==> src/hw/rtl/vmm_fifo.sv <==
// ----------------------------------------------------------------------------
// vmm_fifo
// Small register FIFO with fill count; head data visible while not empty.
// ----------------------------------------------------------------------------
module vmm_fifo #(
    parameter int WIDTH = 8,
    parameter int DEPTH = 4
) (
    input  logic                           i_clk,
    input  logic                           i_rst_n,
    input  logic                           i_push,
    input  logic [WIDTH-1:0]               i_data,
    output logic                           o_full,
    input  logic                           i_pop,
    output logic [WIDTH-1:0]               o_data,
    output logic                           o_empty,
    output logic [$clog2(DEPTH + 1)-1:0]   o_count
);

    localparam int PTR_W = (DEPTH > 1) ? $clog2(DEPTH) : 1;
    localparam int CNT_W = $clog2(DEPTH + 1);

    logic [WIDTH-1:0] r_mem [DEPTH];
    logic [PTR_W-1:0] r_wr, n_wr;
    logic [PTR_W-1:0] r_rd, n_rd;
    logic [CNT_W-1:0] r_cnt, n_cnt;
    logic             push_ok;
    logic             pop_ok;

    assign o_full  = (r_cnt == CNT_W'(DEPTH));
    assign o_empty = (r_cnt == '0);
    assign o_count = r_cnt;
    assign o_data  = r_mem[r_rd];
    assign push_ok = i_push && !o_full;
    assign pop_ok  = i_pop && !o_empty;

    // Pointer and count update
    always_comb begin
        n_wr  = r_wr;
        n_rd  = r_rd;
        n_cnt = r_cnt;
        if (push_ok) begin
            n_wr = (r_wr == PTR_W'(DEPTH - 1)) ? '0 : r_wr + 1'b1;
        end
        if (pop_ok) begin
            n_rd = (r_rd == PTR_W'(DEPTH - 1)) ? '0 : r_rd + 1'b1;
        end
        if (push_ok && !pop_ok) begin
            n_cnt = r_cnt + 1'b1;
        end else if (pop_ok && !push_ok) begin
            n_cnt = r_cnt - 1'b1;
        end
    end

    always_ff @(posedge i_clk) begin
        if (!i_rst_n) begin
            r_wr  <= '0;
            r_rd  <= '0;
            r_cnt <= '0;
        end else begin
            r_wr  <= n_wr;
            r_rd  <= n_rd;
            r_cnt <= n_cnt;
        end
    end

    // Storage, no reset
    always_ff @(posedge i_clk) begin
        if (push_ok) begin
            r_mem[r_wr] <= i_data;
        end
    end

endmodule

==> config.mk <==
export PLATFORM = sky130hd
export DESIGN_NAME = vmm_fifo
export DESIGN_NICKNAME = d
export VERILOG_FILES = /design/src/hw/rtl/vmm_fifo.sv
export SDC_FILE = /design/constraint.sdc
export NUM_CORES = 1
export LEC_CHECK = 0
export BUFFER_PORTS_ARGS = -buffer_cell sky130_fd_sc_hd__buf_2
export CORE_ASPECT_RATIO = 0.7
export CORE_MARGIN = 2
export CORE_UTILIZATION = 35
export DETAILED_ROUTE_END_ITERATION = 12
export PLACE_DENSITY = 0.54
export SYNTH_ARGS = -nofsm -noshare
export SYNTH_HDL_FRONTEND = slang
export SYNTH_SLANG_ARGS = --single-unit
==> constraint.sdc <==
create_clock -name i_clk -period 3.34 [get_ports i_clk]
set_clock_uncertainty 0.2 [all_clocks]
set_input_delay 0.167 -clock i_clk [delete_from_list [all_inputs] [get_ports i_clk]]
set_output_delay 0.167 -clock i_clk [all_outputs]
set_load 0.02 [all_outputs]
# Yosys cells after proc, flatten, opt, wreduce, memory -nomap -nowiden
# Memories as Yosys holds them, arrays and structs flattened. A register that Yosys moved wholly into a read port is not among the register bits.
# Index checks and enable logic that the tools add are counted.
[word_totals]
word_cells = 29
mem_count = 1
reg_bits = 7
mem_bits_rw = 32
output_inout_bits = 13
in_bits = 12
[memory_table]
columns = ["memory", "words", "width", "read_ports", "rd_ports_with_merged_regs", "write_ports", "line", "source"]
rows = [
  ["r_mem", 4, 8, 1, 1, 1, "23", "logic [WIDTH-1:0] r_mem [DEPTH];"],
]
[op_classes]
reduce_logical = 10
muxes = 8
eq_ne = 3
addsub = 4
[op_table]
columns = ["cell", "count"]
rows = [
  ["2-bit two-way mux", 4],
  ["3-bit two-way mux", 2],
  ["2-bit by 1-bit adder with 2-bit output, second input constant", 2],
  ["2-bit equality test, second input constant", 2],
  ["1-bit logical AND", 4],
  ["1-bit zero test", 4],
  ["3-bit by 1-bit adder with 3-bit output, second input constant", 1],
  ["3-bit equality test, second input constant", 1],
  ["3-bit zero test", 1],
  ["3-bit by 1-bit subtractor with 3-bit output, second input constant", 1],
  ["1-bit two-way mux", 2],
  ["2-bit nonzero test", 1],
]

# Depth between registers and ports, before layout
[logic_depth]
ltp_word = 7
mapped_depth = 9
depth_no_buf = 8

# Least setup slack after synthesis
# No wires, ideal clock.
[synth_timing]
path_kind = "reg-to-reg"
startpoint = "reg r_cnt[0] (netlist: o_count[0])"
endpoint = "reg r_cnt[2] (netlist: o_count[2])"
period_less_slack_ps = 2421
stages_incl_launch_ff = 10
slack_ps = 919
required_time_ps = 3064
arrival_time_ps = 2146
setup_ps = 76
cell_sequence = "dfxtp_1 nor3b_2 nor2b_1 buf_2 ha_1 inv_1 fa_1 xor2_1 or3_1 a21boi_0"
[synth_between]
elab_chain_cells = 6
[synth_lines]
columns = ["item", "line", "source"]
rows = [
  ["from (decl)", "26", "logic [CNT_W-1:0] r_cnt, n_cnt;"],
  ["from (signal assigned)", "63", "r_cnt <= n_cnt;"],
  ["3-bit equality test (*)", "30", "assign o_full = (r_cnt == CNT_W'(DEPTH));"],
  ["via o_full", "13", "output logic o_full,"],
  ["1-bit zero test (*)", "34", "assign push_ok = i_push && !o_full;"],
  ["1-bit logical AND (*)", "34", ""],
  ["via push_ok", "27", "logic push_ok;"],
  ["1-bit zero test", "50", "end else if (pop_ok && !push_ok) begin"],
  ["1-bit logical AND", "50", ""],
  ["2-bit nonzero test (no source line)", "--", ""],
]
# The timed path passes the listed nets; every way through them passes the cells marked *. The select of a mux whose other input is x is not followed.
# A chain may end at the register's enable or synchronous reset.

# Final worst setup path
[layout_timing]
startpoint = "reg r_cnt[0] (netlist: o_count[0])"
endpoint = "reg r_cnt[2] (netlist: o_count[2])"
[layout_between]
elab_chain_cells = 6
[layout_lines]
columns = ["item"]
rows = [
  ["branches (longest 6 deep; another with 3-bit by 1-bit subtractor with 3-bit output)"],
]
# Several ways; the timed one is not identified. The select of a mux whose other input is x is not followed.

==> metrics.csv <==
metric,value,unit
max_cap_violations,0,
grtUsageTotal,12.1,%
synthesis.area_per_instance,17.5,um2
ant_nets,0,
syn_warnings,0,
wl_per_cell,14.7,um
number_of_vias_after_detailed_routing,871,
io_pins,25,
root_buffer,clkbuf_8,
result_of_the_run,"finished, final reports clean",
core_area,4400,um2
min-delay-path-class,in2reg,
final_hold_violation_count,0,
rr_endpoint,o_count[2],
worst-endpoint-required,3.36,ns
post_route_cells_drive_above_1_share,31.0,%
holdPathEnd,r_wr[0],
first_global_vias,872,
regToRegSetupSlack,0.71,ns
timing.critical_path.arrival,2.65,ns
critical_path.startpoint_type,flip-flop,
timing.final.max_slew_violations,0,
maximum_number_of_pins_on_one_net_before_global_route_repair,14,
die-width,85.6,um
htree_levels,2,
critical_path_capture_point_type,flip-flop,
overflow,0,
finalWirelength,2710,um
ir_worst_vdd,0.235,mV
post_synth_num_cell_types,23,
clk_latency,0.29,ns
leakagePower,0.000725,uW
wire_length_of_the_first_global_routing_pass,4410,um
dieArea,5230,um2
avgViaCountPerCell,4.73,
synth_nets,112,
rows,20,
worst_hold_path.num_cells,3,
initial_utilization,37.0,%
drt_pre_antenna_iters,4,
fmax,380,MHz
cts_inserted_buffers,5,
grt_antenna_before_repair,0,
clock_tree.buffer_depth,2,
fillerInstances,398,
min_from,i_rst_n,
insertedDiodeCount,0,
grt_setup_unrepaired,no,
power_density,724,nW/um2
worst-path-max-fanout,6,
critical_path.reg2reg.startpoint,o_count[0],
setup.worst_path.class,reg2reg,
r2r.worst_path.cells,7,
clk_transition_reported_paths,0.08,ns
final_period_utilization,78.8,%
sequential_cell_area_fraction_in_the_yosys_report,70.0,%
cts_tree,done,
dp_slack,0.691,ns
port-buffer-count,24,
slew_headroom,58.1,%
globalplace.congestion,0.774,
yosys_register_bits,41,
synthesized_netlist_cell_count,93,
post-route-min-period,2.63,ns
chipHeight,61.1,um
final.setup.worst_slack,0.708,ns
transition_time_of_the_tightest_slew_check_pin,0.623,ns
route.detailed.drc,0,
dp_hpwl,1800,um
area_growth,21.2,%
cts.repair.resized,0,
fin_tns_setup,0,ns
final-setup-viol-count,0,
netlist_area,1630,um2
layout.nets,147,
cts_num_sinks,41,
drtIter0Drc,48,
[sequential cells by signal (all words and copies together) (netlist names), named ones only]
| register | flops |
|---|---|
| r_mem | 32 |
| o_count | 3 |
| r_rd | 2 |
| r_wr | 2 |
[layout make-up]
| class | instances | area [um2] | area share, % |
|---|---|---|---|
| repair buffers | 32 | 200 | 10.1 |
| well taps | 55 | 68.8 | 3.48 |
| clock buffers | 7 | 86.3 | 4.37 |
| inverters | 3 | 11.3 | 0.570 |
| multi-input cells | 45 | 460 | 23.3 |
| clock inverters | 1 | 7.51 | 0.380 |
| flip-flops and latches | 41 | 1140 | 57.8 |
[worst max-delay path by stage]
| stage | startpoint | to | cells past startpoint |
|---|---|---|---|
| finish | o_count[0] | o_count[2] | 7 |
| global route | o_count[0] | o_count[2] | 7 |
| CTS | o_count[0] | o_count[2] | 7 |
| detailed placement | o_count[0] | o_count[2] | 7 |
| global placement | o_count[0] | o_count[2] | 7 |
| floorplan | o_count[0] | o_count[2] | 9 |
[power breakdown]
part           switching, uW  internal (uW)
sequential              71.4            628
clock                    167            168
combinational            212            185
total                    450            980
[cell families (layout without fill, tap and decap cells)]
logic type | Yosys count | after routing | synth area share (%)
compound gates | 5 | 5 | 1.84
xor+xnor | 2 | 2 | 1.07
fa+ha+maj | 7 | 7 | 5.83
buf+inv | 7 | 43 | 1.76
flops | 41 | 41 | 70.0
mux | 11 | 11 | 12.9
simple gates | 20 | 20 | 6.60
[layout by cell type, fill, tap and decap left out, drive strengths merged]
| master | count |
|---|---|
| a21boi | 1 |
| and2 | 5 |
| buf | 24 |
| clkbuf | 7 |
| clkinvlp | 1 |
| dfxtp | 9 |
| dlygate4sd3 | 8 |
| edfxtp | 32 |
| fa | 1 |
| ha | 6 |
| inv | 3 |
| mux2i | 3 |
| mux4 | 8 |
| nand2 | 6 |
| nand3 | 2 |
| nor2 | 2 |
| nor2b | 2 |
| nor3 | 1 |
| nor3b | 1 |
| o21ai | 3 |
| o31ai | 1 |
| or3 | 1 |
| xnor2 | 1 |
| xor2 | 1 |
[through the flow]
stage	cell area, um2	hold WS, ns	total power [uW]	instances	util (%)
3_5_place_dp	1800	0.192	1110	168	40.9
6_report	1980	0.0181	1430	184	44.9
4_1_cts	1980	0.0111	1450	184	44.9
2_1_floorplan	1630	0.0659	989	93	-
3_3_place_gp	1800	0.181	1100	168	40.9
5_1_grt	1980	0.0310	1520	184	44.9
[routing by layer]
| layer | GRT usage (%) | vias to the layer above | part of all wire [%] |
|---|---|---|---|
| li1 | - | 417 | - |
| met1 | 15.1 | 433 | 46 |
| met2 | 18.8 | 16 | 48 |
| met3 | 5.63 | 5 | 4.7 |
| met4 | 4.76 | 0 | 1.3 |
| met5 | 0 | - | 0 |
[worst max-delay path, stage by stage, from the launching register on]
cell,delay (ns)
dfxtp_1,0.39
o31ai_1,0.58
ha_1,0.30
inv_1,0.06
fa_1,0.37
xor2_1,0.16
or3_1,0.30
a21boi_0,0.19
[Yosys cell counts, drive strengths merged]
| cell | count | area (um2) |
|---|---|---|
| edfxtp | 32 | 961 |
| dfxtp | 9 | 180 |
| mux4 | 8 | 180 |
| ha | 6 | 75.1 |
| nand2 | 6 | 22.5 |
| and2 | 5 | 31.3 |
| buf | 3 | 13.8 |
| inv | 3 | 11.3 |
| mux2i | 3 | 30.0 |
| o21ai | 3 | 15.0 |
| nand3 | 2 | 10.0 |
| nor2 | 2 | 7.51 |
| nor2b | 2 | 12.5 |
| a21boi | 1 | 7.51 |
| clkbuf | 1 | 3.75 |
| fa | 1 | 20.0 |
| nor3 | 1 | 5.00 |
| nor3b | 1 | 12.5 |
| o31ai | 1 | 7.51 |
| or3 | 1 | 6.26 |
| xnor2 | 1 | 8.76 |
| xor2 | 1 | 8.76 |
[timing repair]
| action | in CTS | in global routing |
|---|---|---|
| hold endpoints to repair | 32 | 0 |
| buffers inserted | 0 | 0 |
| hold buffers | 8 | 0 |
Power figures use the tool's default switching activity.
