## src/hw/rtl/vmm_pkg.sv

```systemverilog
// ----------------------------------------------------------------------------
// vmm_pkg
// Shared types and constants for the vector-matrix multiply unit.
// ----------------------------------------------------------------------------
package vmm_pkg;

    // Fixed field widths
    localparam int VAL_W    = 16;
    localparam int PROD_W   = 32;
    localparam int SUM_W    = 48;
    localparam int CIDX_W   = 8;
    localparam int CFG_W    = 9;

    // Queue sizing
    localparam int MID_DEPTH = 4;
    localparam int OUT_DEPTH = 4;
    localparam int OUT_CNT_W = $clog2(OUT_DEPTH + 1);

    // Configuration register indexes
    typedef enum logic [0:0] {
        REG_NUM_ROWS = 1'b0,
        REG_NUM_COLS = 1'b1
    } t_reg_idx;

    // Per-request flags set by the front end
    typedef struct packed {
        logic first_row;   // overwrite accumulator
        logic emit;        // last row: produce a result
        logic last_col;    // final column of the product
    } t_flags;

    // One result request
    typedef struct packed {
        logic [CIDX_W-1:0]       column_index;
        logic signed [SUM_W-1:0] sum_value;
        logic                    last_column;
    } t_result;

endpackage

```

## src/hw/rtl/vmm_front.sv

```systemverilog
// ----------------------------------------------------------------------------
// vmm_front
// Holds size registers, walks row/column position and tags each request.
// ----------------------------------------------------------------------------
module vmm_front #(
    parameter int MAX_ROWS = 256,
    parameter int MAX_COLS = 256
) (
    input  logic                               i_clk,
    input  logic                               i_rst_n,
    // Configuration
    input  logic                               i_cfg_we,
    input  logic                               i_cfg_index,
    input  logic [vmm_pkg::CFG_W-1:0]          i_cfg_data,
    // Input requests
    input  logic                               i_push,
    input  logic signed [vmm_pkg::VAL_W-1:0]   i_vector_value,
    input  logic signed [vmm_pkg::VAL_W-1:0]   i_matrix_value,
    // Toward middle queue
    input  logic                               i_mid_full,
    output logic                               o_mid_push,
    output logic [2*vmm_pkg::VAL_W + ((MAX_COLS > 1) ? $clog2(MAX_COLS) : 1) + 2:0]
                                               o_mid_data
);

    localparam int ROW_W    = (MAX_ROWS > 1) ? $clog2(MAX_ROWS) : 1;
    localparam int COL_W    = (MAX_COLS > 1) ? $clog2(MAX_COLS) : 1;
    localparam int ROWS_RST = ((MAX_ROWS < 256) ? MAX_ROWS : 256) - 1;
    localparam int COLS_RST = ((MAX_COLS < 256) ? MAX_COLS : 256) - 1;

    logic [ROW_W-1:0] r_rows_m1;
    logic [COL_W-1:0] r_cols_m1;
    logic [ROW_W-1:0] r_row, n_row;
    logic [COL_W-1:0] r_col, n_col;
    logic [31:0]      cfg_ext;
    logic [31:0]      cfg_rows_m1;
    logic [31:0]      cfg_cols_m1;
    logic             accept;
    logic             last_row;
    vmm_pkg::t_flags  flags;

    // Clamp written sizes to 1..MAX, stored minus one
    always_comb begin
        cfg_ext = 32'(i_cfg_data);
        if (cfg_ext == 32'd0) begin
            cfg_rows_m1 = 32'd0;
            cfg_cols_m1 = 32'd0;
        end else begin
            cfg_rows_m1 = (cfg_ext > 32'(MAX_ROWS)) ? 32'(MAX_ROWS - 1) : cfg_ext - 32'd1;
            cfg_cols_m1 = (cfg_ext > 32'(MAX_COLS)) ? 32'(MAX_COLS - 1) : cfg_ext - 32'd1;
        end
    end

    always_ff @(posedge i_clk) begin
        if (!i_rst_n) begin
            r_rows_m1 <= ROW_W'(ROWS_RST);
            r_cols_m1 <= COL_W'(COLS_RST);
        end else if (i_cfg_we) begin
            case (vmm_pkg::t_reg_idx'(i_cfg_index))
                vmm_pkg::REG_NUM_ROWS: r_rows_m1 <= cfg_rows_m1[ROW_W-1:0];
                vmm_pkg::REG_NUM_COLS: r_cols_m1 <= cfg_cols_m1[COL_W-1:0];
                default: ;
            endcase
        end
    end

    // Position tracking
    assign accept   = i_push && !i_mid_full;
    assign last_row = (r_row == r_rows_m1);

    always_comb begin
        flags.first_row = (r_row == '0);
        flags.emit      = last_row;
        flags.last_col  = (r_col == r_cols_m1);
        n_row = r_row;
        n_col = r_col;
        if (accept) begin
            if (flags.last_col) begin
                n_col = '0;
                n_row = last_row ? '0 : r_row + 1'b1;
            end else begin
                n_col = r_col + 1'b1;
            end
        end
    end

    // A size write restarts the product
    always_ff @(posedge i_clk) begin
        if (!i_rst_n) begin
            r_row <= '0;
            r_col <= '0;
        end else if (i_cfg_we) begin
            r_row <= '0;
            r_col <= '0;
        end else begin
            r_row <= n_row;
            r_col <= n_col;
        end
    end

    assign o_mid_push = accept;
    assign o_mid_data = {i_vector_value, i_matrix_value, r_col, flags};

endmodule

```

## config.mk

```make
export PLATFORM = sky130hd
export DESIGN_NAME = vmm_front
export DESIGN_NICKNAME = d
export VERILOG_FILES = /design/src/hw/rtl/vmm_pkg.sv /design/src/hw/rtl/vmm_front.sv
export SDC_FILE = /design/constraint.sdc
export NUM_CORES = 1
export LEC_CHECK = 0
export ABC_AREA = 1
export BUFFER_PORTS_ARGS = -buffer_cell sky130_fd_sc_hd__buf_4
export CORE_UTILIZATION = 30
export DETAILED_ROUTE_END_ITERATION = 8
export GPL_TIMING_DRIVEN = 0
export SETUP_SLACK_MARGIN = 0.2
export SYNTH_ARGS = -nofsm -noshare
export SYNTH_HDL_FRONTEND = slang
export SYNTH_SLANG_ARGS = --single-unit
```

## constraint.sdc

```tcl
create_clock -name i_clk -period 1.55 [get_ports i_clk]
set_clock_uncertainty 0.1 [all_clocks]
set_input_delay 0.0775 -clock i_clk [delete_from_list [all_inputs] [get_ports i_clk]]
set_output_delay 0.0775 -clock i_clk [all_outputs]
set_load 0.05 [all_outputs]
```

# Yosys cells after proc, flatten, opt, wreduce, memory -nomap -nowiden
# Cells that the tools add are included.
# Widths: inputs -> output; s select.
# word_totals
reg_bits,32
out_inout_bits,44
# op_classes
add_sub_neg,3
order_cmp,1
eq_ne,2
mux,4
bitwise_logic,2
n_reduce_logical,8
# op_table
operator,count
$mux 8,4
$add 8x1->8 const B,2
$eq 8x8->1,2
$gt 9x9->1 const B,1
$logic_not 9->1,1
$logic_not 8->1,1
$sub 8x1->8 const B,1
$reduce_and 2->1,3
$not 1->1,2
$reduce_or 2->1,1
$logic_and 1x1->1,1
$logic_not 1->1,1

# Longest topological paths before layout
# logic_depth
word_depth,3
mapped_depth,11
mapped_depth_nobuf,11

# Worst setup path before layout
# No wires, ideal clock.
# synth_timing
path_kind,register to output
from,reg r_row[0]
to,out o_mid_data[2] (netlist name)
arrival_ns,2.077
setup_slack_ns,-0.705
stages_incl_launch_ff,5
n_path_buf,0
path_cell_list,dfxtp_1 > inv_2 > ha_1 > nand4_1 > nor4_1
# synth_lines
item,line_no,rtl
"start, declared",vmm_front.sv:33,"logic [ROW_W-1:0] r_row, n_row;"
"start signal, assigned",vmm_front.sv:96,r_row <= n_row;
"end, declared",vmm_front.sv:23,o_mid_data

# Worst setup path after layout
# layout_timing
from,reg r_rows_m1[1]
to,out o_mid_data[1] (netlist name)
# layout_between
elab_chain_len,1
# layout_rtl
item,line_no,rtl
"start, declared",vmm_front.sv:31,logic [ROW_W-1:0] r_rows_m1;
"start signal, assigned",vmm_front.sv:56,r_rows_m1 <= ROW_W'(ROWS_RST);
"start signal, assigned",vmm_front.sv:60,vmm_pkg::REG_NUM_ROWS: r_rows_m1 <= cfg_rows_m1[ROW_W-1:0];
$eq 8x8->1,vmm_front.sv:69,assign last_row = (r_row == r_rows_m1);
# No other way between the ends.

==> metrics.txt <==
delay-heaviest family, CP=simple AND/OR/NAND/NOR gates; most frequent cells in the layout=buf_4, nand2_1, inv_1; clock sink count=32; IO Port Bufs=58; DRT Wirelength=roughly 6100 um; CTS tree=yes; Worst setup EP type=output port; # rows=31; Max FO, Critical Path=3; period utilisation layout=106.9%; slew margin rel.=65.31%; Max VDD drop=0.0003049 V; H-Tree Depth=2; DRC=0; Final Instance Count excl. Fillers=around 550; core area=0.007370 mm^2; ANT nets after route=0; commonest non-fill, non-tap cell in the layout=buf_4; io pins=a little over 90; Synth area leaders=dfxtp_1, nand2_1, buf_4, inv_1, a21oi_1; mean post-synth cell area=6.549 um^2; mapped cell area=0.002325 mm^2; Fill cells=~750; first-pass GRT wire length=a little under 10000 um; Syn Nets=407; Placer Congestion=0.8766; Die H=90.03 um; CTS Buffer Depth=2; n_diodes=0; Overflow after GRT=0; Pre-Repair DR Iteration Count=4; placed insts=between 500 and 600; status=finished with violations; Vias/cell=about 4.4; Vias=~2400; clock root cell=clkbuf_8; crit path max-delay cell type=dfxtp_2; wire length per cell=10.92 um; worst-margin pin slew=0.5184 ns; CP Class=register to output port; synth unique cells=31; dominant cell type by area after synthesis=dfxtp_1; CP bufs+invs=3; total CTS buffers=5; vias in the first global route=around 2200; Worst Setup Start Kind=register; Leakage=1.750 nW; CP Data Required Time=1.37 ns; Power Density=~570 mW/mm^2; slowest cell delay on critical path=0.36 ns; CP Data Arrival Time=1.48 ns; nets=just over 500; synthesis warning total=0; Final Hold Vio Count=0; fmax=603.7 MHz; Tmin final=about 1.7 ns; Post-Syn Instances=between 300 and 400; top-area cell type share of the netlist area=27.56%; largest net degree at the start of global routing=12; Finish-stage setup viols=2; drt initial violations=just over 80; Synth Register Bits=32; die width=roughly 90 um; RSZ-0062 raised after global routing=true; initial core utilization=31.54%; dpl hpwl=a little over 4000 um; failing checks=negative setup slack; die area=0.008105 mm^2; Crit path top cell by count=nand2_2; Final Max Slew Viols=0; Clock Latency Late Sink=0.29 ns; hold slack=~0.033 ns; Tot Pwr=2.071 mW; clock slew at reported path FFs=around 0.07 ns; initial antenna violation count=0; final setup margin=-0.1065 ns; Layout area overhead=55.27%; GR Util All Layers=14.69%; share of layout cells above drive strength 1=around 52%; Hold Path Class=primary input to register; Seq/Total Area, Yosys=between 20% and 30%; Max Cap Viol=0; cell breakdown of the critical path=inv_1, nand2_1, nand2_2, nor2_2, nand2_2, nor2_8, buf_6, buf_8
==> timing repair <==
action,4_1_cts,5_1_grt
hold buffers,5,0
hold endpoints to repair,3,0
gates resized for setup,42,53
gates cloned,1,0
endpoints found under the setup margin,19,19
setup buffers,16,12
pin swaps,28,21
==> synth_stat cells <==
master and instances:
nand3_1 10, a31oi_1 2, nor2_1 23, xor2_1 8, xnor2_2 2, nor4_1 1
inv_1 42, and2_1 1, nand2_4 2, nor2_2 8, nor2_4 1, ha_1 5
nor2_8 2, nor3_2 2, clkinv_1 1, nand4_1 3, dfxtp_1 32, o21ai_1 3
a21oi_1 27, inv_2 11, buf_2 1, nand2_2 6, buf_4 33, nand3_4 1
nand3b_1 1, nand3_2 2, o21ai_0 4, clkbuf_1 1, nor3b_2 2, xnor2_1 3
nand2_1 115
==> flip-flops by register name, summed over array words and instances, names as in the netlist <==
name	count
r_row	8
r_cols_m1	8
r_col	8
r_rows_m1	8
==> area by class of cell <==
cell class | instances | area (um^2) | share of cell area [%]
timing repair buffer | 91 | 757.0 | 20.97
tap | 99 | 123.9 | 3.432
clock inverter | 3 | 17.52 | 0.4853
clock buffer | 5 | 68.82 | 1.906
multi-input combinational | 235 | 1450 | 40.17
inverter | 54 | 216.5 | 5.997
sequential | 32 | 709.4 | 19.65
buffer | 35 | 266.5 | 7.383
==> report_power, final <==
group | switching [mW] | total (mW) | internal [mW]
Sequential | 0.0274 | 0.859 | 0.832
Combinational | 0.334 | 0.551 | 0.217
Clock | 0.350 | 0.661 | 0.311
Total | 0.712 | 2.07 | 1.36
==> tightest hold or removal path, delay by kind of cell <==
kind	cells	cell delay (ns)
AO/OA/AOI/OAI	1	0.12
buffers and inverters	2	0.14
AND/OR/NAND/NOR	1	0.06
==> worst paths after layout <==
| check | from | endpoint | slack [ns] | cells past startpoint |
|---|---|---|---|---|
| setup / recovery | r_rows_m1[1] | o_mid_data[1] | -0.11 | 8 |
| hold / removal | i_rst_n | r_rows_m1[1] | 0.03 | 4 |
| setup reg to reg | r_rows_m1[1] | r_row[2] | 0.01 | 11 |
| hold reg to reg | r_row[7] | r_row[7] | 0.39 | 2 |
==> routing by layer <==
layer | vias up | part of all wire [%] | track usage [%]
li1 | 1253 | - | -
met1 | 1082 | 43 | 16.91
met2 | 75 | 50 | 26.21
met3 | 9 | 5.5 | 3.384
met4 | 0 | 2.0 | 5.645
met5 | - | 0 | 0
==> kinds of logic (layout without fill, tap and decap cells) <==
group | after synthesis | count (layout) | share of synthesized area, %
and+or+nand+nor | 180 | 181 | 36.60
DFF | 32 | 32 | 27.56
buffers and inverters | 89 | 188 | 19.75
adders and majority gates | 5 | 5 | 2.691
AOI/OAI and AO/OA | 36 | 36 | 7.858
xor gates and xnor gates | 13 | 13 | 5.544
==> per-stage QoR <==
| step | setup TNS [ns] | util (%) | cell area, um^2 | setup WS, ns |
|---|---|---|---|---|
| floorplan | 0 | - | 2402 | 0.1505 |
| global placement | -0.02465 | 40.19 | 2962 | -0.02465 |
| detailed placement | -0.02954 | 40.19 | 2962 | -0.02954 |
| CTS | -0.1237 | 45.62 | 3362 | -0.06999 |
| global route | -0.7926 | 48.98 | 3610 | -0.1584 |
| finish | -0.1391 | 48.98 | 3610 | -0.1065 |
Power figures use the tool's default switching activity.
